$ cat src/design/slt_pkg.sv
package slt_pkg;

  localparam int Capacity   = 64;
  localparam int KeyWidth   = 32;
  localparam int IdxWidth   = $clog2(Capacity);
  localparam int CountWidth = $clog2(Capacity + 1);

  typedef enum logic [2:0] {
    CMD_INSERT   = 3'd0,
    CMD_DELETE   = 3'd1,
    CMD_RETRIEVE = 3'd2,
    CMD_RESET    = 3'd3,
    CMD_GET_NEXT = 3'd4
  } cmd_e;

  typedef enum logic [1:0] {
    ST_OK        = 2'd0,
    ST_FULL      = 2'd1,
    ST_NOT_FOUND = 2'd2,
    ST_PAST_END  = 2'd3
  } status_e;

  // Write enables broadcast to every cell of the chain.
  typedef struct packed {
    logic ins;
    logic del;
  } cell_ctl_t;

endpackage

$ cat src/design/slt_cell.sv
module slt_cell
  import slt_pkg::*;
(
  input  logic                clk_i,
  input  cell_ctl_t           ctl_i,
  input  logic [KeyWidth-1:0] key_i,
  input  logic                valid_i,
  input  logic                prev_ge_i,
  input  logic [KeyWidth-1:0] prev_entry_i,
  input  logic [KeyWidth-1:0] next_entry_i,
  output logic [KeyWidth-1:0] entry_o,
  output logic                ge_o,
  output logic                eq_o
);

  logic [KeyWidth-1:0] entry_q, entry_d;

  // An empty cell counts as larger than any key, so the first cell that
  // reports ge is where an insert lands and where a delete starts.
  assign ge_o    = !valid_i || (entry_q >= key_i);
  assign eq_o    = valid_i && (entry_q == key_i);
  assign entry_o = entry_q;

  always_comb begin
    entry_d = entry_q;
    if (ctl_i.ins && ge_o) begin
      entry_d = prev_ge_i ? prev_entry_i : key_i;
    end else if (ctl_i.del && ge_o) begin
      entry_d = next_entry_i;
    end
  end

  always_ff @(posedge clk_i) begin
    entry_q <= entry_d;
  end

endmodule

$ cat config.mk
export PLATFORM = sky130hd
export DESIGN_NAME = slt_cell
export DESIGN_NICKNAME = d
export VERILOG_FILES = /design/src/design/slt_pkg.sv /design/src/design/slt_cell.sv
export SDC_FILE = /design/constraint.sdc
export NUM_CORES = 1
export LEC_CHECK = 0
export BUFFER_PORTS_ARGS = -buffer_cell sky130_fd_sc_hd__buf_2
export CAP_MARGIN = 15
export CORE_MARGIN = 3
export CORE_UTILIZATION = 39
export DETAILED_ROUTE_END_ITERATION = 10
export GPL_TIMING_DRIVEN = 0
export PLACE_DENSITY_LB_ADDON = 0.05
export SLEW_MARGIN = 20
export SYNTH_ARGS = -nofsm -noshare
export SYNTH_HDL_FRONTEND = slang
export SYNTH_SLANG_ARGS = --single-unit
$ cat constraint.sdc
create_clock -name clk_i -period 3.85 [get_ports clk_i]
set_input_delay 0.385 -clock clk_i [delete_from_list [all_inputs] [get_ports clk_i]]
set_output_delay 0.385 -clock clk_i [all_outputs]
set_load 0.05 [all_outputs]
==> results of run 1 <==
==> per-stage QoR <==
stage | setup TNS, ns | util (%) | hold WS, ns | setup WS [ns] | cell area (um^2)
floorplan | 0 | - | 0.586 | 0.595 | 2540
global placement | -7.49 | 53.9 | 0.675 | -0.236 | 3300
detailed placement | 0 | 54.5 | 0.676 | 0.467 | 3340
CTS | 0 | 56.2 | 0.371 | 0.569 | 3450
global route | 0 | 56.2 | 0.372 | 0.310 | 3450
finish | 0 | 56.2 | 0.373 | 0.625 | 3450
==> worst paths after layout <==
check | cells after the start | endpoint | slack [ns]
min reg2reg | 4 | entry_o[31] | 1.21
max | 8 | entry_o[9] | 0.63
max reg2reg | 8 | entry_o[9] | 0.63
min | 2 | entry_o[26] | 0.37
==> layout by cell type (no fill, tap or decap), types with 3 or more instances in the layout <==
master and count:
a21oi_1 12, buf_2 133, buf_6 3, clkbuf_1 7
clkbuf_8 5, edfxtp_1 32, ha_1 32, inv_1 35
mux2_1 3, mux2_2 30, nand2_1 41, nand3_1 3
nand4_1 5, o21ai_0 34
==> area by class of cell <==
type,count,area (um^2),area share [%]
well taps,75,93.8,2.72
flip-flops and latches,32,961,27.9
inverters,35,131,3.81
multi-input cells,183,1400,40.6
clock buffers,5,68.8,2.00
plain buffers,10,60.1,1.74
repair buffers,134,693,20.1
clock inverters,3,37.5,1.09
==> worst max-delay path, stage by stage, from the launching register on <==
cell and delay, ns:
edfxtp_1 0.38, ha_1 0.33, nand4_1 0.13, nor4_1 0.48
a21boi_0 0.39, o31ai_1 0.18, and2_1 0.23, a21oi_4 0.57
buf_16 0.23
==> power by group <==
group	internal, mW	switching, mW	total, mW
Sequential	0.451	0.0244	0.475
Clock	0.189	0.138	0.327
Combinational	0.188	0.344	0.531
Total	0.827	0.506	1.33
==> kinds of logic after synthesis <==
| kind of cell | after synthesis | synth area share [%] |
|---|---|---|
| and+or+nand+nor | 62 | 11.7 |
| AOI/OAI and AO/OA | 56 | 12.6 |
| buffers and inverters | 45 | 7.53 |
| muxes | 33 | 14.6 |
| adders and majority gates | 32 | 15.8 |
| DFF | 32 | 37.8 |
==> routing by layer <==
layer / GRT usage, % / part of all wire [%]
met5: 0 / 0
met4: 4.53 / 0.66
met3: 5.42 / 8.6
met2: 31.6 / 48
met1: 24.4 / 43
==> impl_metrics.yaml, run 1 <==
run_status:
  run_status: "completed"
critical_path:
  required_ns: 3.85
  worstReg2RegStart: "entry_o[14]"
  critPathLaunchType: "register"
  cp.arrival_ns: 3.22
  crit_path_end_kind: "register"
  startpoint: "entry_o[14]"
  critical_path_class: "reg -> reg"
  path_max_fanout: 17
yosys:
  yosysWarnings: 0
  ys_seq_elements: 32
  syn_inst: 260
  synthesis.area_um2: 2540
  syn_nets: 393
  yosys.cell_count.top_type: "nand2_1"
  synthTopCellsByCount: "41 x nand2_1, 35 x inv_1, 34 x o21ai_0"
  synthTopCellsByArea: "edfxtp_1 38%, ha_1 16%, mux2_2 13%, o21ai_0 6.7%, nand2_1 6.1%"
  synth_edf_count: 32
  ys_seq_area_share_pct: 37.8
  synth_flop_cell: "edfxtp_1"
  postSynthAreaPerCell_um2: 9.77
  yosysUniqueCellTypes: 30
  yosys.area.top_type: "edfxtp_1"
  synth-async-reset-ratio_pct: 0
  synth_top_area_share_pct: 37.8
sta:
  report.final.slew_viol_count: 0
  finalSetupViolations: 0
  max_freq_mhz: 310
  finClkSkew_ns: 0.00962
  tightest_slew_ns: 0.677
  hold_viol: 0
  rsz0062_at_grt: "no"
  min_period_ns: 3.22
  max_slew_margin_pct: 54.7
  period_share_pct: 83.8
power:
  p_total_mw: 1.33
  p_per_area_nw_per_um2: 387
  p_leak_nw: 1.71
  worst_ir_drop_vdd_mv: 0.159
grt:
  gr-total-overflow: 0
  track_usage_pct: 19.0
  grt_pass1_wl_mm: 11.1
  grt_pass1_vias: 2448
  grt_max_degree: 18
  antenna_found_initial: 0
floorplan:
  rows: 28
  die_w_um: 86.7
  io_pins: 135
  fp.dieH_um: 86.7
  die_area_um2: 7520
  core_area_um2: 6130
  start_util_pct: 41.4
clock_network:
  cts_tree: "built"
  hold_buffers: 0
  cts_root_buffer: "clkbuf_8"
  insertion_delay_ns: 0.29
  post_cts_resized: 0
  htree_num_levels: 2
  clockBufferDepth: 2
  cts_setup_buffers: 0
  cts.sinks: 32
  cts-buffers-inserted: 5
  clk_pin_slew_worst_paths_ns: 0.08
final_layout:
  layout-drive-gt1-share_pct: 44.0
  syn_to_final_growth_pct: 35.6
  fin_nets: 534
  largest_reg_flops: 32
  fillers: 592
  stdcell_count: 477
  n_antenna_cell: 0
place:
  dp.cells: 469
  place_hpwl_mm: 5.51
  gp_congestion: 0.769
  io_buffers: 133
hold_path:
  hold_start: "next_entry_i[26]"
  hold_class: "in -> reg"
drt:
  drt-wirelength-per-cell_um: 14.3
  ant_nets: 0
  drc: 0
  drt-vias-per-instance: 4.92
  totalWireLength_mm: 6.81
  drt-initial-drc-count: 113
  num_vias: 2346
  drt_pre_antenna_iters: 4
flow_run:
  drv_cap: 0
No activity file was read; power rests on OpenSTA's default activity.
==> inputs of run 2 (changes only) <==
--- a/config.mk
+++ b/config.mk
@@ -5,6 +5,7 @@
 export SDC_FILE = /design/constraint.sdc
 export NUM_CORES = 1
 export LEC_CHECK = 0
+export ABC_AREA = 1
 export BUFFER_PORTS_ARGS = -buffer_cell sky130_fd_sc_hd__buf_2
 export CAP_MARGIN = 15
 export CORE_MARGIN = 3
==> constraint.sdc (replaced) <==
create_clock -name clk_i -period 2.9 [get_ports clk_i]
set_input_delay 0.29 -clock clk_i [delete_from_list [all_inputs] [get_ports clk_i]]
set_output_delay 0.29 -clock clk_i [all_outputs]
set_load 0.05 [all_outputs]
==> run 2 against run 1 <==
Combinational power is 53% higher. Final cell count is 23% higher. Worst setup slack worse by 0.29 ns. Sequential power is 37% higher. Sequential share of layout area is 0.71 points lower. Clock power is 6% higher. Largest power group unchanged.
==> impl_metrics.yaml, run 2 <==
floorplan:
  fp.dieH_um: 89.1
  die_w_um: 89.1
  io_pins: 135
  core_area_um2: 6530
  start_util_pct: 41.2
  die_area_um2: 7930
  rows: 29
place:
  dp.cells: 578
  place_hpwl_mm: 5.89
  pre_cts_slack_ns: 0.0764
  gp_congestion: 0.834
  place_area_um2: 3450
  io_buffers: 132
power:
  p_leak_nw: 2.00
  worst_ir_drop_vdd_mv: 0.207
  p_per_area_nw_per_um2: 511
  p_total_mw: 1.81
drt:
  totalWireLength_mm: 7.74
  drc: 0
  drt-initial-drc-count: 94
  drt_pre_antenna_iters: 4
  drt-wirelength-per-cell_um: 13.2
  num_vias: 2830
  ant_nets: 0
  drt-vias-per-instance: 4.83
critical_path:
  timing.rr.end: "entry_o[12]"
  critical_path_class: "reg -> out"
  crit_path_end_kind: "output port"
  worstReg2RegStart: "entry_o[31]"
  r2r_cells: 12
  path_cells: "ha_1, nand2_1, nor2_2, nand2_2, nor2_4, nand2_2, nand3_2, nor2_2, nand2_4, buf_4, buf_2"
  cp_slowest_cell: "edfxtp_1"
  cp.depth: 11
  startpoint: "entry_o[31]"
  cp.arrival_ns: 2.28
  crit_family: "simple AND/OR/NAND/NOR gates"
  reg2reg_slack_ns: 0.35
  critPathCapture: "ge_o"
  path_buf_inv: 2
  path_max_fanout: 10
  required_ns: 2.61
  critPathMaxStageDelay_ns: 0.39
  critPathLaunchType: "register"
yosys:
  synth-async-reset-ratio_pct: 0
  yosysWarnings: 0
  synth_top_family_by_area: "simple AND/OR/NAND/NOR gates"
  synthTopCellsByCount: "142 x nand2_1, 44 x inv_1, 33 x nand3_1"
  syn_nets: 502
  yosys.area.top_type: "edfxtp_1"
  synth_flop_cell: "edfxtp_1"
  synth_xor_area_share_pct: 0
  ys_seq_area_share_pct: 35.7
  synthMuxAreaShare_pct: 0.418
  syn_inst: 369
  ys_seq_elements: 32
  synth_edf_count: 32
  synthesis.area_um2: 2690
  yosys.cell_count.top_type: "nand2_1"
  yosysUniqueCellTypes: 19
  synthAdderAreaFrac_pct: 14.9
  yosys.area_share.simple_pct: 30.8
  synthTopCellsByArea: "edfxtp_1 36%, nand2_1 20%, ha_1 15%, inv_1 6.1%, nand3_1 6.1%"
  synth_compound_area_share_pct: 8.37
  synth_top_area_share_pct: 35.7
  postSynthAreaPerCell_um2: 7.29
final_layout:
  syn_to_final_growth_pct: 31.4
  n_antenna_cell: 0
  multi_input_area_um2: 1470
  layout_commonest_cell: "nand2_1"
  fin_nets: 641
  fillers: 665
  fin_area_um2: 3540
  largest_reg_flops: 32
  stdcell_count: 586
  layout-drive-gt1-share_pct: 30.5
  seq_area_um2: 961
  layout_common_cells: "141 x nand2_1, 133 x buf_2, 44 x inv_1"
  fin_util_pct: 54.1
sta:
  max_slew_margin_pct: 64.8
  worst_slack_ns: 0.335
  period_share_pct: 88.5
  tightest_slew_ns: 0.527
  holdWs_ns: 0.262
  report.final.slew_viol_count: 0
  rsz0062_at_grt: "no"
  finalSetupTns_ns: 0
  finalSetupViolations: 0
  hold_viol: 0
  finClkSkew_ns: 0.00513
  min_period_ns: 2.57
  max_freq_mhz: 390
hold_path:
  hold_start: "next_entry_i[25]"
  hold_class: "in -> reg"
  hold_depth: 3
clock_network:
  cts.sinks: 32
  cts-buffers-inserted: 5
  clockBufferDepth: 2
  clk_pin_slew_worst_paths_ns: 0.07
  cts_root_buffer: "clkbuf_8"
  insertion_delay_ns: 0.29
  htree_num_levels: 2
  cts_tree: "built"
  cts_setup_buffers: 0
run_status:
  run_status: "completed"
grt:
  grt_pass1_wl_mm: 11.7
  grt_max_degree: 33
  gr-total-overflow: 0
  antenna_found_initial: 0
  grt_pass1_vias: 2588
  track_usage_pct: 19.1
flow_run:
  drv_cap: 0
-- run 2: cell type report --
class                   instances  share of cell area (%)
multi-input cells             276                    41.7
flip-flops and latches         32                    27.2
repair buffers                132                    18.7
inverters                      44                    4.67
plain buffers                  17                    2.80
well taps                      77                    2.72
clock buffers                   7                    2.16
clock inverters                 1                   0.106
-- run 2: worst register-to-register path, delay by kind of cell, from the launching register on --
family,cells,cell delay [ns]
buffers and inverters,1,0.19
adder cells (fa/ha/maj),1,0.31
flip-flops,1,0.39
AND/OR/NAND/NOR,10,1.30
-- run 2: how the worst min path moves through the flow --
stage                              to  slack (ns)
after floorplan            entry_o[0]        0.47
after global placement    entry_o[24]        0.55
after detailed placement  entry_o[25]        0.56
after CTS                 entry_o[25]        0.26
after global routing      entry_o[12]        0.27
final                     entry_o[25]        0.26
-- run 2: logic make-up after synthesis --
family | after synthesis
adder cells (fa/ha/maj) | 32
flip-flops | 32
AND/OR/NAND/NOR | 199
multiplexers | 1
buffers and inverters | 61
AO/OA/AOI/OAI | 44
-- run 2: timing repair --
action	4_1_cts	5_1_grt
setup endpoints to repair	0	32
hold endpoints to repair	0	0
hold buffers	0	0
resized for setup	0	1
-- run 2: power breakdown --
| part | total [mW] | leakage [nW] | internal (mW) | switching [mW] |
|---|---|---|---|---|
| combinational | 0.812 | 1.63 | 0.246 | 0.566 |
| clock | 0.346 | 0.0399 | 0.167 | 0.179 |
| sequential | 0.650 | 0.322 | 0.611 | 0.0389 |
| total | 1.81 | 2.00 | 1.02 | 0.783 |
-- run 2: per-layer routing --
layer  GRT usage, %  wire length [um]  up-vias
li1               -                 -     1470
met2           32.9              3660       97
met5              0                 0        -
met3           3.59               505        4
met4           4.74                54        0
met1           24.8              3520     1259
==> inputs of run 3 (changes only) <==
--- a/config.mk
+++ b/config.mk
@@ -11,8 +11,10 @@
 export CORE_MARGIN = 3
 export CORE_UTILIZATION = 39
 export DETAILED_ROUTE_END_ITERATION = 10
+export GPL_ROUTABILITY_DRIVEN = 0
 export GPL_TIMING_DRIVEN = 0
 export PLACE_DENSITY_LB_ADDON = 0.05
+export RECOVER_POWER = 50
 export SLEW_MARGIN = 20
 export SYNTH_ARGS = -nofsm -noshare
 export SYNTH_HDL_FRONTEND = slang
==> constraint.sdc (replaced) <==
create_clock -name clk_i -period 2.57 [get_ports clk_i]
set_input_delay 0.257 -clock clk_i [delete_from_list [all_inputs] [get_ports clk_i]]
set_output_delay 0.257 -clock clk_i [all_outputs]
set_load 0.05 [all_outputs]
==> run 3 against run 2 <==
Non-clock buffer count did not move. Die area did not move. Worst hold slack got worse by 0.033 ns. Worst setup slack got worse by 0.17 ns. Highest routed layer unchanged. Routed wire length fell by 0.79%. Sequential cell count did not move. Clock skew rose by 0.00076 ns. Via count fell by 0.42%. Critical path type unchanged.
==> impl_metrics.yaml, run 3 (same netlist as run 2, synthesis figures left out) <==
power:
  worst_ir_drop_vdd_mv: 0.230
  p_total_mw: 2.02
  p_leak_nw: 1.90
  p_per_area_nw_per_um2: 578
grt:
  antenna_found_initial: 0
  gr-total-overflow: 0
  grt_pass1_wl_mm: 12.0
  grt_max_degree: 33
  grt_pass1_vias: 2754
  track_usage_pct: 19.5
clock_network:
  cts.sinks: 32
  cts-buffers-inserted: 5
  cts_tree: "built"
  clockBufferDepth: 2
  htree_num_levels: 2
  cts_setup_buffers: 0
  clk_pin_slew_worst_paths_ns: 0.07
  cts_root_buffer: "clkbuf_8"
  insertion_delay_ns: 0.29
drt:
  ant_nets: 0
  drc: 0
  num_vias: 2818
  drt-initial-drc-count: 81
  totalWireLength_mm: 7.68
  drt-wirelength-per-cell_um: 13.1
  drt_pre_antenna_iters: 4
  drt-vias-per-instance: 4.81
sta:
  finalSetupViolations: 0
  max_slew_margin_pct: 58.2
  finClkSkew_ns: 0.00589
  report.final.slew_viol_count: 0
  period_share_pct: 93.6
  max_freq_mhz: 416
  finalSetupTns_ns: 0
  tightest_slew_ns: 0.629
  min_period_ns: 2.41
  hold_viol: 0
  worst_slack_ns: 0.164
  rsz0062_at_grt: "no"
critical_path:
  critPathMaxStageDelay_ns: 0.40
  critPathCapture: "ge_o"
  critPathLaunchType: "register"
  cp.arrival_ns: 2.15
  path_buf_inv: 2
  path_cells: "ha_1, nand2_1, nor2_2, nand2_2, nor2_4, nand2_2, nand3_2, nor2_2, nand2_4, buf_6, buf_4"
  path_max_fanout: 10
  startpoint: "entry_o[31]"
  crit_path_end_kind: "output port"
  cp.depth: 11
  worstReg2RegStart: "entry_o[31]"
  r2r_cells: 12
  reg2reg_slack_ns: 0.18
  crit_family: "simple AND/OR/NAND/NOR gates"
  timing.rr.end: "entry_o[18]"
  critical_path_class: "reg -> out"
  required_ns: 2.31
  cp_slowest_cell: "edfxtp_1"
floorplan:
  core_area_um2: 6530
  fp.dieH_um: 89.1
  io_pins: 135
  die_w_um: 89.1
  rows: 29
  start_util_pct: 41.2
  die_area_um2: 7930
place:
  place_hpwl_mm: 5.91
  io_buffers: 132
  dp.cells: 578
  pre_cts_slack_ns: 0.124
final_layout:
  layout-drive-gt1-share_pct: 24.2
  layout_commonest_cell: "nand2_1"
  layout_common_cells: "141 x nand2_1, 100 x buf_2, 44 x inv_1, 44 x clkbuf_1, 33 x nand3_1"
  stdcell_count: 586
  syn_to_final_growth_pct: 30.0
  fillers: 701
  multi_input_area_um2: 1480
  largest_reg_flops: 32
  n_antenna_cell: 0
  seq_area_um2: 961
  fin_nets: 641
run_status:
  run_status: "completed"
flow_run:
  drv_cap: 0
hold_path:
  hold_class: "in -> reg"
-- run 3: cell type report --
| class | instances | area share (%) |
|---|---|---|
| sequential | 32 | 27.5 |
| multi-input combinational | 276 | 42.4 |
| clock inverter | 1 | 0.107 |
| inverter | 44 | 4.72 |
| buffer | 17 | 2.58 |
| timing repair buffer | 132 | 17.8 |
| tap | 77 | 2.75 |
| clock buffer | 7 | 2.18 |
-- run 3: worst reg2reg max path, cell delays in order, from the launching register on --
cell and delay [ns]:
edfxtp_1 0.40, ha_1 0.31, nand2_1 0.08, nor2_2 0.17, nand2_2 0.10, nor2_4 0.13
nand2_2 0.07, nand3_2 0.07, nor2_2 0.05, nand2_4 0.13, buf_6 0.16, nand2_1 0.13
nand2_8 0.27
-- run 3: how the worst min path moves through the flow --
stage	from	end	slack, ns	cells past startpoint
after detailed placement	next_entry_i[21]	entry_o[21]	0.52	3
after global routing	next_entry_i[8]	entry_o[8]	0.24	3
final	next_entry_i[15]	entry_o[15]	0.23	3
after global placement	next_entry_i[26]	entry_o[26]	0.52	3
after floorplan	next_entry_i[0]	entry_o[0]	0.44	2
after CTS	next_entry_i[16]	entry_o[16]	0.22	3
-- run 3: report_power, final --
part | switching [mW] | internal (mW)
registers | 0.0470 | 0.689
clock network | 0.202 | 0.189
logic | 0.640 | 0.255
-- run 3: through the flow --
| stage | util (%) | area [um^2] | hold slack, ns |
|---|---|---|---|
| CTS | 54.3 | 3540 | 0.222 |
| finish | 53.6 | 3500 | 0.229 |
| floorplan | - | 2710 | 0.436 |
| global placement | 53.0 | 3460 | 0.520 |
| global route | 53.6 | 3500 | 0.236 |
| detailed placement | 53.0 | 3460 | 0.523 |
-- run 3: repair_timing --
item,CTS,global route
resized for setup,0,3
hold buffers,0,0
endpoints found under the setup margin,0,33
-- run 3: layer usage --
layer / up-vias / part of all wire (%) / track usage, %
met5: - / 0 / 0
met4: 0 / 1.2 / 5.55
met3: 11 / 7.6 / 4.24
met2: 102 / 47 / 35.2
met1: 1235 / 44 / 23.1
li1: 1470 / - / -
